--- config.mk ---
export PLATFORM = sky130hd
export DESIGN_NAME = csma_cd_transmit_sequencer_flat
export DESIGN_NICKNAME = d
export VERILOG_FILES = /design/src/hdl/cstx_pkg.sv /design/src/hdl/cstx_tick_if.sv /design/src/hdl/cstx_result_if.sv /design/src/hdl/csma_cd_transmit_sequencer.sv /design/src/flat_wrapper.sv
export SDC_FILE = /design/constraint.sdc
export NUM_CORES = 1
export LEC_CHECK = 0
export BUFFER_PORTS_ARGS = -buffer_cell sky130_fd_sc_hd__buf_2
export CAP_MARGIN = 15
export CELL_PAD_IN_SITES_DETAIL_PLACEMENT = 0
export CELL_PAD_IN_SITES_GLOBAL_PLACEMENT = 2
export CORE_ASPECT_RATIO = 0.8
export CORE_MARGIN = 8
export CORE_UTILIZATION = 36
export CTS_CLUSTER_SIZE = 40
export DETAILED_ROUTE_END_ITERATION = 8
export PLACE_DENSITY = 0.73
export SLEW_MARGIN = 20
export SYNTH_ARGS = -nofsm -noshare
export SYNTH_HDL_FRONTEND = slang
export SYNTH_SLANG_ARGS = --single-unit
export TNS_END_PERCENT = 30
--- constraint.sdc ---
create_clock -name clk -period 2.65 [get_ports clk]
set_clock_uncertainty 0.05 [all_clocks]
set_input_delay 0.53 -clock clk [delete_from_list [all_inputs] [get_ports clk]]
set_output_delay 0.53 -clock clk [all_outputs]
set_load 0.02 [all_outputs]
--- src/hdl/cstx_pkg.sv ---
// Shared types and constants for the CSMA/CD transmit sequencer.
// No dependencies; the top level and the checker refer to this package.
package cstx_pkg;

	localparam int unsigned CntW   = 16;
	localparam int unsigned PosW   = 10;
	localparam int unsigned RetryW = 4;
	localparam int unsigned CfgIdxW  = 3;
	localparam int unsigned CfgDataW = 16;

	// register indexes on the configuration port
	localparam logic [CfgIdxW-1:0] REG_IDLE_GAP    = 3'd0;
	localparam logic [CfgIdxW-1:0] REG_FRAME       = 3'd1;
	localparam logic [CfgIdxW-1:0] REG_WINDOW      = 3'd2;
	localparam logic [CfgIdxW-1:0] REG_JAM         = 3'd3;
	localparam logic [CfgIdxW-1:0] REG_SLOT        = 3'd4;
	localparam logic [CfgIdxW-1:0] REG_RETRY_LIMIT = 3'd5;

	// reset values of the registers
	localparam logic [9:0]  IDLE_GAP_RST    = 10'd96;
	localparam logic [15:0] FRAME_RST       = 16'd576;
	localparam logic [9:0]  WINDOW_RST      = 10'd100;
	localparam logic [10:0] JAM_RST         = 11'd148;
	localparam logic [9:0]  SLOT_RST        = 10'd512;
	localparam logic [3:0]  RETRY_LIMIT_RST = 4'd10;

	// phase codes as seen on the result beat
	localparam logic [2:0] PH_DEFER   = 3'd0;
	localparam logic [2:0] PH_SEND    = 3'd1;
	localparam logic [2:0] PH_RELEASE = 3'd2;
	localparam logic [2:0] PH_JAM     = 3'd3;
	localparam logic [2:0] PH_BACKOFF = 3'd4;

	// event codes
	localparam logic [1:0] EV_NONE = 2'd0;
	localparam logic [1:0] EV_SENT = 2'd1;
	localparam logic [1:0] EV_COLL = 2'd2;
	localparam logic [1:0] EV_DROP = 2'd3;

	localparam logic [RetryW-1:0] RETRY_MAX = 4'd15;

	typedef enum logic [4:0] {
		ST_DEFER   = 5'b00001,
		ST_SEND    = 5'b00010,
		ST_RELEASE = 5'b00100,
		ST_JAM     = 5'b01000,
		ST_BACKOFF = 5'b10000
	} state_t;

	function automatic logic [2:0] phase_code(input state_t st);
		logic [2:0] code;
		unique case (st)
			ST_DEFER:   code = PH_DEFER;
			ST_SEND:    code = PH_SEND;
			ST_RELEASE: code = PH_RELEASE;
			ST_JAM:     code = PH_JAM;
			ST_BACKOFF: code = PH_BACKOFF;
			default:    code = PH_DEFER;
		endcase
		return code;
	endfunction

endpackage

--- src/hdl/cstx_tick_if.sv ---
// Input channel: one beat per bit time on the line.
// Depends on nothing.
interface cstx_tick_if;
	logic       valid;
	logic       ready;
	logic       line_busy;
	logic       collision;
	logic [1:0] random_draw;

	modport source (output valid, line_busy, collision, random_draw, input ready);
	modport sink   (input valid, line_busy, collision, random_draw, output ready);
endinterface

--- src/hdl/cstx_result_if.sv ---
// Result channel: phase, event and retry count for each bit time.
// Depends on nothing.
interface cstx_result_if;
	logic       valid;
	logic       ready;
	logic [2:0] phase;
	logic [1:0] event_res;
	logic [3:0] retries;

	modport source (output valid, phase, event_res, retries, input ready);
	modport sink   (input valid, phase, event_res, retries, output ready);
endinterface

--- src/hdl/csma_cd_transmit_sequencer.sv ---
// CSMA/CD transmit sequencer top level: defer, send, release, jam, backoff.
// Depends on cstx_pkg, cstx_tick_if and cstx_result_if.
//
//   channel   dir   beat contents                          handshake
//   tick      in    line_busy, collision, random_draw      valid/ready
//   result    out   phase, event_res, retries              valid/ready
//   cfg       in    cfg_index, cfg_data                    cfg_wr_en, no wait
//
// One beat per cycle while the result side keeps up: state updates on the accepted
// tick and the result lands in the output register on the same edge.
// tick.ready stays high unless a result is held and result.ready is low.
// arst_n clears the state, the registers to their defaults, and the result valid.
module csma_cd_transmit_sequencer (
	input  logic                               clk,
	input  logic                               arst_n,
	cstx_tick_if.sink                          tick,
	cstx_result_if.source                      result,
	input  logic                               cfg_wr_en,
	input  logic [cstx_pkg::CfgIdxW-1:0]       cfg_index,
	input  logic [cstx_pkg::CfgDataW-1:0]      cfg_data
);

	logic [9:0]  idle_gap_q;
	logic [15:0] frame_q;
	logic [9:0]  window_q;
	logic [10:0] jam_q;
	logic [9:0]  slot_q;
	logic [3:0]  retry_limit_q;

	cstx_pkg::state_t                  state_q, state_d;
	logic [cstx_pkg::CntW-1:0]         cnt_q, cnt_d;
	logic [cstx_pkg::PosW-1:0]         pos_q, pos_d;
	logic [cstx_pkg::RetryW-1:0]       retry_q, retry_d;
	logic                              over_q, over_d;
	logic [1:0]                        ev_d;

	logic                              out_valid_q;
	logic [2:0]                        phase_q;
	logic [1:0]                        event_q;
	logic [3:0]                        retries_q;

	logic        accept;
	logic        cnt_last;
	logic        in_window;
	logic [11:0] backoff_len;

	assign tick.ready = !out_valid_q || result.ready;
	assign accept     = tick.valid && tick.ready;

	always_ff @(posedge clk or negedge arst_n) begin
		if (!arst_n) begin
			idle_gap_q    <= cstx_pkg::IDLE_GAP_RST;
			frame_q       <= cstx_pkg::FRAME_RST;
			window_q      <= cstx_pkg::WINDOW_RST;
			jam_q         <= cstx_pkg::JAM_RST;
			slot_q        <= cstx_pkg::SLOT_RST;
			retry_limit_q <= cstx_pkg::RETRY_LIMIT_RST;
		end else if (cfg_wr_en) begin
			unique case (cfg_index)
				cstx_pkg::REG_IDLE_GAP:    idle_gap_q    <= cfg_data[9:0];
				cstx_pkg::REG_FRAME:       frame_q       <= cfg_data[15:0];
				cstx_pkg::REG_WINDOW:      window_q      <= cfg_data[9:0];
				cstx_pkg::REG_JAM:         jam_q         <= cfg_data[10:0];
				cstx_pkg::REG_SLOT:        slot_q        <= cfg_data[9:0];
				cstx_pkg::REG_RETRY_LIMIT: retry_limit_q <= cfg_data[3:0];
				default: ;
			endcase
		end
	end

	assign cnt_last    = (cnt_q <= 16'd1);
	assign in_window   = (pos_q < window_q);
	assign backoff_len = {10'd0, tick.random_draw} * {2'd0, slot_q};

	always_comb begin
		state_d = state_q;
		cnt_d   = cnt_q;
		pos_d   = pos_q;
		retry_d = retry_q;
		over_d  = over_q;
		ev_d    = cstx_pkg::EV_NONE;
		unique case (state_q)
			cstx_pkg::ST_DEFER: begin
				if (tick.line_busy) begin
					cnt_d = {6'd0, idle_gap_q};
				end else if (cnt_last) begin
					state_d = cstx_pkg::ST_SEND;
					cnt_d   = frame_q;
					pos_d   = '0;
				end else begin
					cnt_d = cnt_q - 16'd1;
				end
			end
			cstx_pkg::ST_SEND: begin
				if (in_window && tick.collision) begin
					ev_d    = cstx_pkg::EV_COLL;
					over_d  = ({1'b0, retry_q} + 5'd1) > {1'b0, retry_limit_q};
					if (retry_q != cstx_pkg::RETRY_MAX)
						retry_d = retry_q + 4'd1;
					state_d = cstx_pkg::ST_JAM;
					cnt_d   = {5'd0, jam_q};
				end else begin
					if (in_window)
						pos_d = pos_q + 10'd1;
					if (cnt_last) begin
						state_d = cstx_pkg::ST_RELEASE;
						cnt_d   = {6'd0, window_q};
					end else begin
						cnt_d = cnt_q - 16'd1;
					end
				end
			end
			cstx_pkg::ST_RELEASE: begin
				if (cnt_last) begin
					ev_d    = cstx_pkg::EV_SENT;
					retry_d = '0;
					over_d  = 1'b0;
					state_d = cstx_pkg::ST_DEFER;
					cnt_d   = {6'd0, idle_gap_q};
				end else begin
					cnt_d = cnt_q - 16'd1;
				end
			end
			cstx_pkg::ST_JAM: begin
				if (cnt_last) begin
					if (over_q) begin
						// drop the frame and start over with a clean count
						ev_d    = cstx_pkg::EV_DROP;
						retry_d = '0;
						over_d  = 1'b0;
						state_d = cstx_pkg::ST_DEFER;
						cnt_d   = {6'd0, idle_gap_q};
					end else if (backoff_len == 12'd0) begin
						state_d = cstx_pkg::ST_DEFER;
						cnt_d   = {6'd0, idle_gap_q};
					end else begin
						state_d = cstx_pkg::ST_BACKOFF;
						cnt_d   = {4'd0, backoff_len};
					end
				end else begin
					cnt_d = cnt_q - 16'd1;
				end
			end
			cstx_pkg::ST_BACKOFF: begin
				if (cnt_last) begin
					state_d = cstx_pkg::ST_DEFER;
					cnt_d   = {6'd0, idle_gap_q};
				end else begin
					cnt_d = cnt_q - 16'd1;
				end
			end
			default: begin
				state_d = cstx_pkg::ST_DEFER;
				cnt_d   = {6'd0, idle_gap_q};
			end
		endcase
	end

	always_ff @(posedge clk or negedge arst_n) begin
		if (!arst_n) begin
			state_q <= cstx_pkg::ST_DEFER;
			cnt_q   <= {6'd0, cstx_pkg::IDLE_GAP_RST};
			pos_q   <= '0;
			retry_q <= '0;
			over_q  <= 1'b0;
		end else if (accept) begin
			state_q <= state_d;
			cnt_q   <= cnt_d;
			pos_q   <= pos_d;
			retry_q <= retry_d;
			over_q  <= over_d;
		end
	end

	// result register: load on every accepted tick, drop once taken
	always_ff @(posedge clk or negedge arst_n) begin
		if (!arst_n) begin
			out_valid_q <= 1'b0;
		end else if (accept) begin
			out_valid_q <= 1'b1;
		end else if (result.ready) begin
			out_valid_q <= 1'b0;
		end
	end

	always_ff @(posedge clk) begin
		if (accept) begin
			phase_q   <= cstx_pkg::phase_code(state_q);
			event_q   <= ev_d;
			retries_q <= retry_d;
		end
	end

	assign result.valid     = out_valid_q;
	assign result.phase     = phase_q;
	assign result.event_res = event_q;
	assign result.retries   = retries_q;

endmodule

--- src/flat_wrapper.sv ---
// flat-port wrapper written by rule: the top's interface ports become plain ports
module csma_cd_transmit_sequencer_flat 
  (clk, arst_n, cfg_wr_en, cfg_index, cfg_data, tick_valid, tick_line_busy, tick_collision, tick_random_draw, tick_ready, result_valid, result_phase, result_event_res, result_retries, result_ready);
  cstx_tick_if tick_i ();
  cstx_result_if result_i ();
  input  logic clk;
  input  logic arst_n;
  input  logic cfg_wr_en;
  input  logic [cstx_pkg::CfgIdxW-1:0] cfg_index;
  input  logic [cstx_pkg::CfgDataW-1:0] cfg_data;
  input wire logic [$bits(tick_i.valid)-1:0] tick_valid;
  input wire logic [$bits(tick_i.line_busy)-1:0] tick_line_busy;
  input wire logic [$bits(tick_i.collision)-1:0] tick_collision;
  input wire logic [$bits(tick_i.random_draw)-1:0] tick_random_draw;
  output wire logic [$bits(tick_i.ready)-1:0] tick_ready;
  output wire logic [$bits(result_i.valid)-1:0] result_valid;
  output wire logic [$bits(result_i.phase)-1:0] result_phase;
  output wire logic [$bits(result_i.event_res)-1:0] result_event_res;
  output wire logic [$bits(result_i.retries)-1:0] result_retries;
  input wire logic [$bits(result_i.ready)-1:0] result_ready;
  assign tick_i.valid = tick_valid;
  assign tick_i.line_busy = tick_line_busy;
  assign tick_i.collision = tick_collision;
  assign tick_i.random_draw = tick_random_draw;
  assign tick_ready = tick_i.ready;
  assign result_valid = result_i.valid;
  assign result_phase = result_i.phase;
  assign result_event_res = result_i.event_res;
  assign result_retries = result_i.retries;
  assign result_i.ready = result_ready;
  csma_cd_transmit_sequencer u_core (.clk(clk), .arst_n(arst_n), .tick(tick_i), .result(result_i), .cfg_wr_en(cfg_wr_en), .cfg_index(cfg_index), .cfg_data(cfg_data));
endmodule
==> results.txt <==
outcome -> finished, violations left
failing checks -> negative setup slack
fin crit share -> 108%
WP data arrival -> 3070 ps
synthesized area -> 0.00682 sq mm
initial antenna violation count -> 0
TritonCTS buffer count -> 9
CORE AREA -> 0.0187 sq mm
largest net degree at the start of global routing -> 42
Internal -> 4.43 mW
Clock Power Share -> 21.3%
router iterations before antenna repair -> 5
dpl cell area -> 0.00827 sq mm
fill count -> 1,802
initial DRC count -> 472
Seq/Total Area, Yosys -> 40.2%
Clock Root Buffer -> clkbuf_16
Finished Cell Area -> 0.00897 sq mm
FMAX -> 348 MHz
worst skew pair latency -> 360 ps
Tightest Pin Transition -> 601 ps
Final min period -> 2870 ps
Syn Area/Cell -> 9.63 sq um
Post-synth EDFFs -> 9
Reg clk slew, reported paths -> 70 ps
nets -> 912
worst hold path class -> in2async
Synth-to-Final Area Change -> 31.5%
Post-Synthesis Cells -> 708
GPL Wtd Cong -> 0.890
full die area -> 0.0236 sq mm
Routed wire per std cell -> 20.8 um
MaxCap Viol Count -> 0
Distinct cells, synth -> 80
hpwl dp -> 17,800 um
Combinational Power Share -> 45.7%
Peak VDD IR -> 0.325 mV
PD cells -> 794 mW/mm^2
crit path kind -> reg2reg
DRC -> 0
Mapped Nets -> 763
vias in the first global route -> 6,452
layout cell share with drive strength beyond 1 -> 39.2%
cts hold-fix bufs -> 0
global route overflow -> 0
P_leak -> 3.85 nW
Setup Viol. Count Final -> 14
Post-Route WL -> 23,300 um
endpoints failing hold -> 0
Initial Utilization -> 36.4%
CTS tree -> done
gr usage total -> 19.9%
IO Count -> 39
Switching Fraction -> 37.8%
remaining antenna violation count -> 0
Die Span X -> 170 um
slew margin rel. -> 59.6%
synth warn -> 0
sequential group share of total power -> 33.0%
first-pass GRT wire length -> 36,800 um
Slew Viols, Final -> 0
Ant. Diodes -> 0
RSZ-0062 raised after global routing -> true
Via Count -> 6,388
Data required, critical path -> 2850 ps
die height -> 139 um
CP endpoint kind -> register
worst hold margin -> 107 ps
fin util -> 47.9%
Sink Count -> 107
clk buf depth -> 2
#FFs+latches synth -> 107
routed vias/inst -> 5.70
Post-Route Setup TNS -> -1860 ps
critical path fanouts, max -> 4
r2r setup slk -> -220 ps
setup slack after layout -> -222 ps
Critical Path Start Type -> register
Synth Flop Type -> dfrtp_1
# H-tree levels -> 3
port bufs -> 38
# rows -> 45
Async SR Flop Fraction -> 91.6%
switching power -> 2.69 mW
## final timing paths
check | depth (start not counted) | start | to
worst min-delay path | 1 | arst_n | u_core.window_q[0]
min in group clk | 2 | tick_valid | u_core.result.valid
worst max register to register | 11 | u_core.slot_q[3] | u_core.state_q[4]
max in group asynchronous | 2 | arst_n | u_core.cnt_q[5]
worst max-delay path | 11 | u_core.slot_q[3] | u_core.state_q[4]
worst min register to register | 1 | u_core.jam_q[0] | u_core.jam_q[0]
## layout by cell type (no fill, tap or decap), types with 13 or more instances in the layout
cell     netlist  layout
buf_4          0     130
dfrtp_1       82      81
xnor2_1       14      13
nor3_1        21      18
nand3_1       14      14
o21ai_0       43      39
nor2_1        42      40
dfstp_2       16      16
nand2_1       52      51
mux2_2        54      53
ha_1          26      18
inv_1         30      29
a21oi_1       33      29
buf_2          3      37
o22ai_1       14      14
## critical path: stages, from the launching register on
cell and delay, ps:
dfrtp_1 410, and2_1 210, ha_4 270, and3_4 170, or2_4 270, o21a_1 220
or3_4 410, buf_6 140, nor4_4 120, buf_4 200, nor2_2 40, mux2_4 250
## synth_stat cells, types with 4 or more instances
cell type  number  share of area (%)
edfxtp_1        9                4.0
nor2b_1         7               0.64
dfrtp_1        82                 30
o211ai_1        5               0.55
nor2_1         42                2.3
and2_1         20                1.8
a221oi_1        8                1.0
a21oi_1        33                2.4
o22ai_1        14                1.3
o41ai_1         5               0.64
xnor2_1        14                1.8
and3_1          9               0.83
a41oi_1         4               0.51
nand3_1        14                1.0
nor3_1         21                1.5
dfstp_2        16                6.2
clkbuf_1       28                1.5
ha_1           26                4.8
a21o_1          6               0.66
o21ai_0        43                3.2
o31ai_1         6               0.66
nor4_1          7               0.64
or3_1          11                1.0
xor2_1          5               0.64
a31oi_1         8               0.73
inv_1          30                1.7
a221o_1         7                1.0
nor3b_1         5               0.55
o21a_1          7               0.77
a211oi_1       14                1.5
nand2b_1       11                1.0
a211o_1         6               0.77
nand2_1        52                2.9
mux2_2         54                8.9
## layout make-up
class	count	area [sq um]	area share, %
clock buffer	9	225	2.51
clock inverter	7	109	1.21
inverter	31	116	1.30
multi-input combinational	535	4220	47.0
sequential	107	2740	30.6
tap	258	323	3.60
timing repair buffer	173	1240	13.8
## logic make-up after synthesis
kind of cell / count (synthesis) / synth area share, %
and+or+nand+nor: 223 / 17.3
AOI/OAI and AO/OA: 209 / 21.8
DFF: 107 / 40.2
buffers and inverters: 66 / 3.80
muxes: 57 / 9.35
adders and majority gates: 27 / 5.06
xor gates and xnor gates: 19 / 2.44
## metrics by stage
step / setup slack (ps) / power [mW] / cells
floorplan: -254 / 3.99 / 708
finish: -222 / 7.12 / 1120
global placement: -535 / 5.31 / 1097
detailed placement: -591 / 5.33 / 1097
CTS: -216 / 7.04 / 1119
global route: -308 / 7.55 / 1120
## routing by layer
metal,vias up,wire length (um),track usage (%)
met2,188,9870,28.6
li1,2964,-,-
met5,-,0,0
met4,0,454,5.67
met3,32,1500,4.58
met1,3204,11500,29.1
## state kept, by name (all words and copies together) (netlist names)
name and cells:
u_core.frame_q 16, u_core.slot_q 10, u_core.result.retries 4, u_core.cnt_q 16
u_core.idle_gap_q 10, u_core.state_q 5, u_core.retry_q 4, u_core.over_q 1
u_core.pos_q 10, u_core.result.phase 3, u_core.retry_limit_q 4, u_core.result.event_res 2
u_core.result.valid 1, u_core.window_q 10, u_core.jam_q 11
## power by group through the flow
| stage | Sequential [mW] | Clock (mW) | Combinational, mW |
|---|---|---|---|
| 2_1_floorplan | 2.26 | 0 | 1.73 |
| 3_3_place_gp | 2.37 | 0 | 2.94 |
| 3_5_place_dp | 2.37 | 0 | 2.96 |
| 4_1_cts | 2.34 | 1.56 | 3.14 |
| 5_1_grt | 2.39 | 1.62 | 3.54 |
| 6_report | 2.35 | 1.52 | 3.26 |
## what timing repair did
item,CTS,global route
hold endpoints to repair,0,0
pin swaps,16,25
buffers inserted,9,1
endpoints found under the setup margin,17,24
gates resized for setup,35,30
Power figures use the tool's default switching activity.
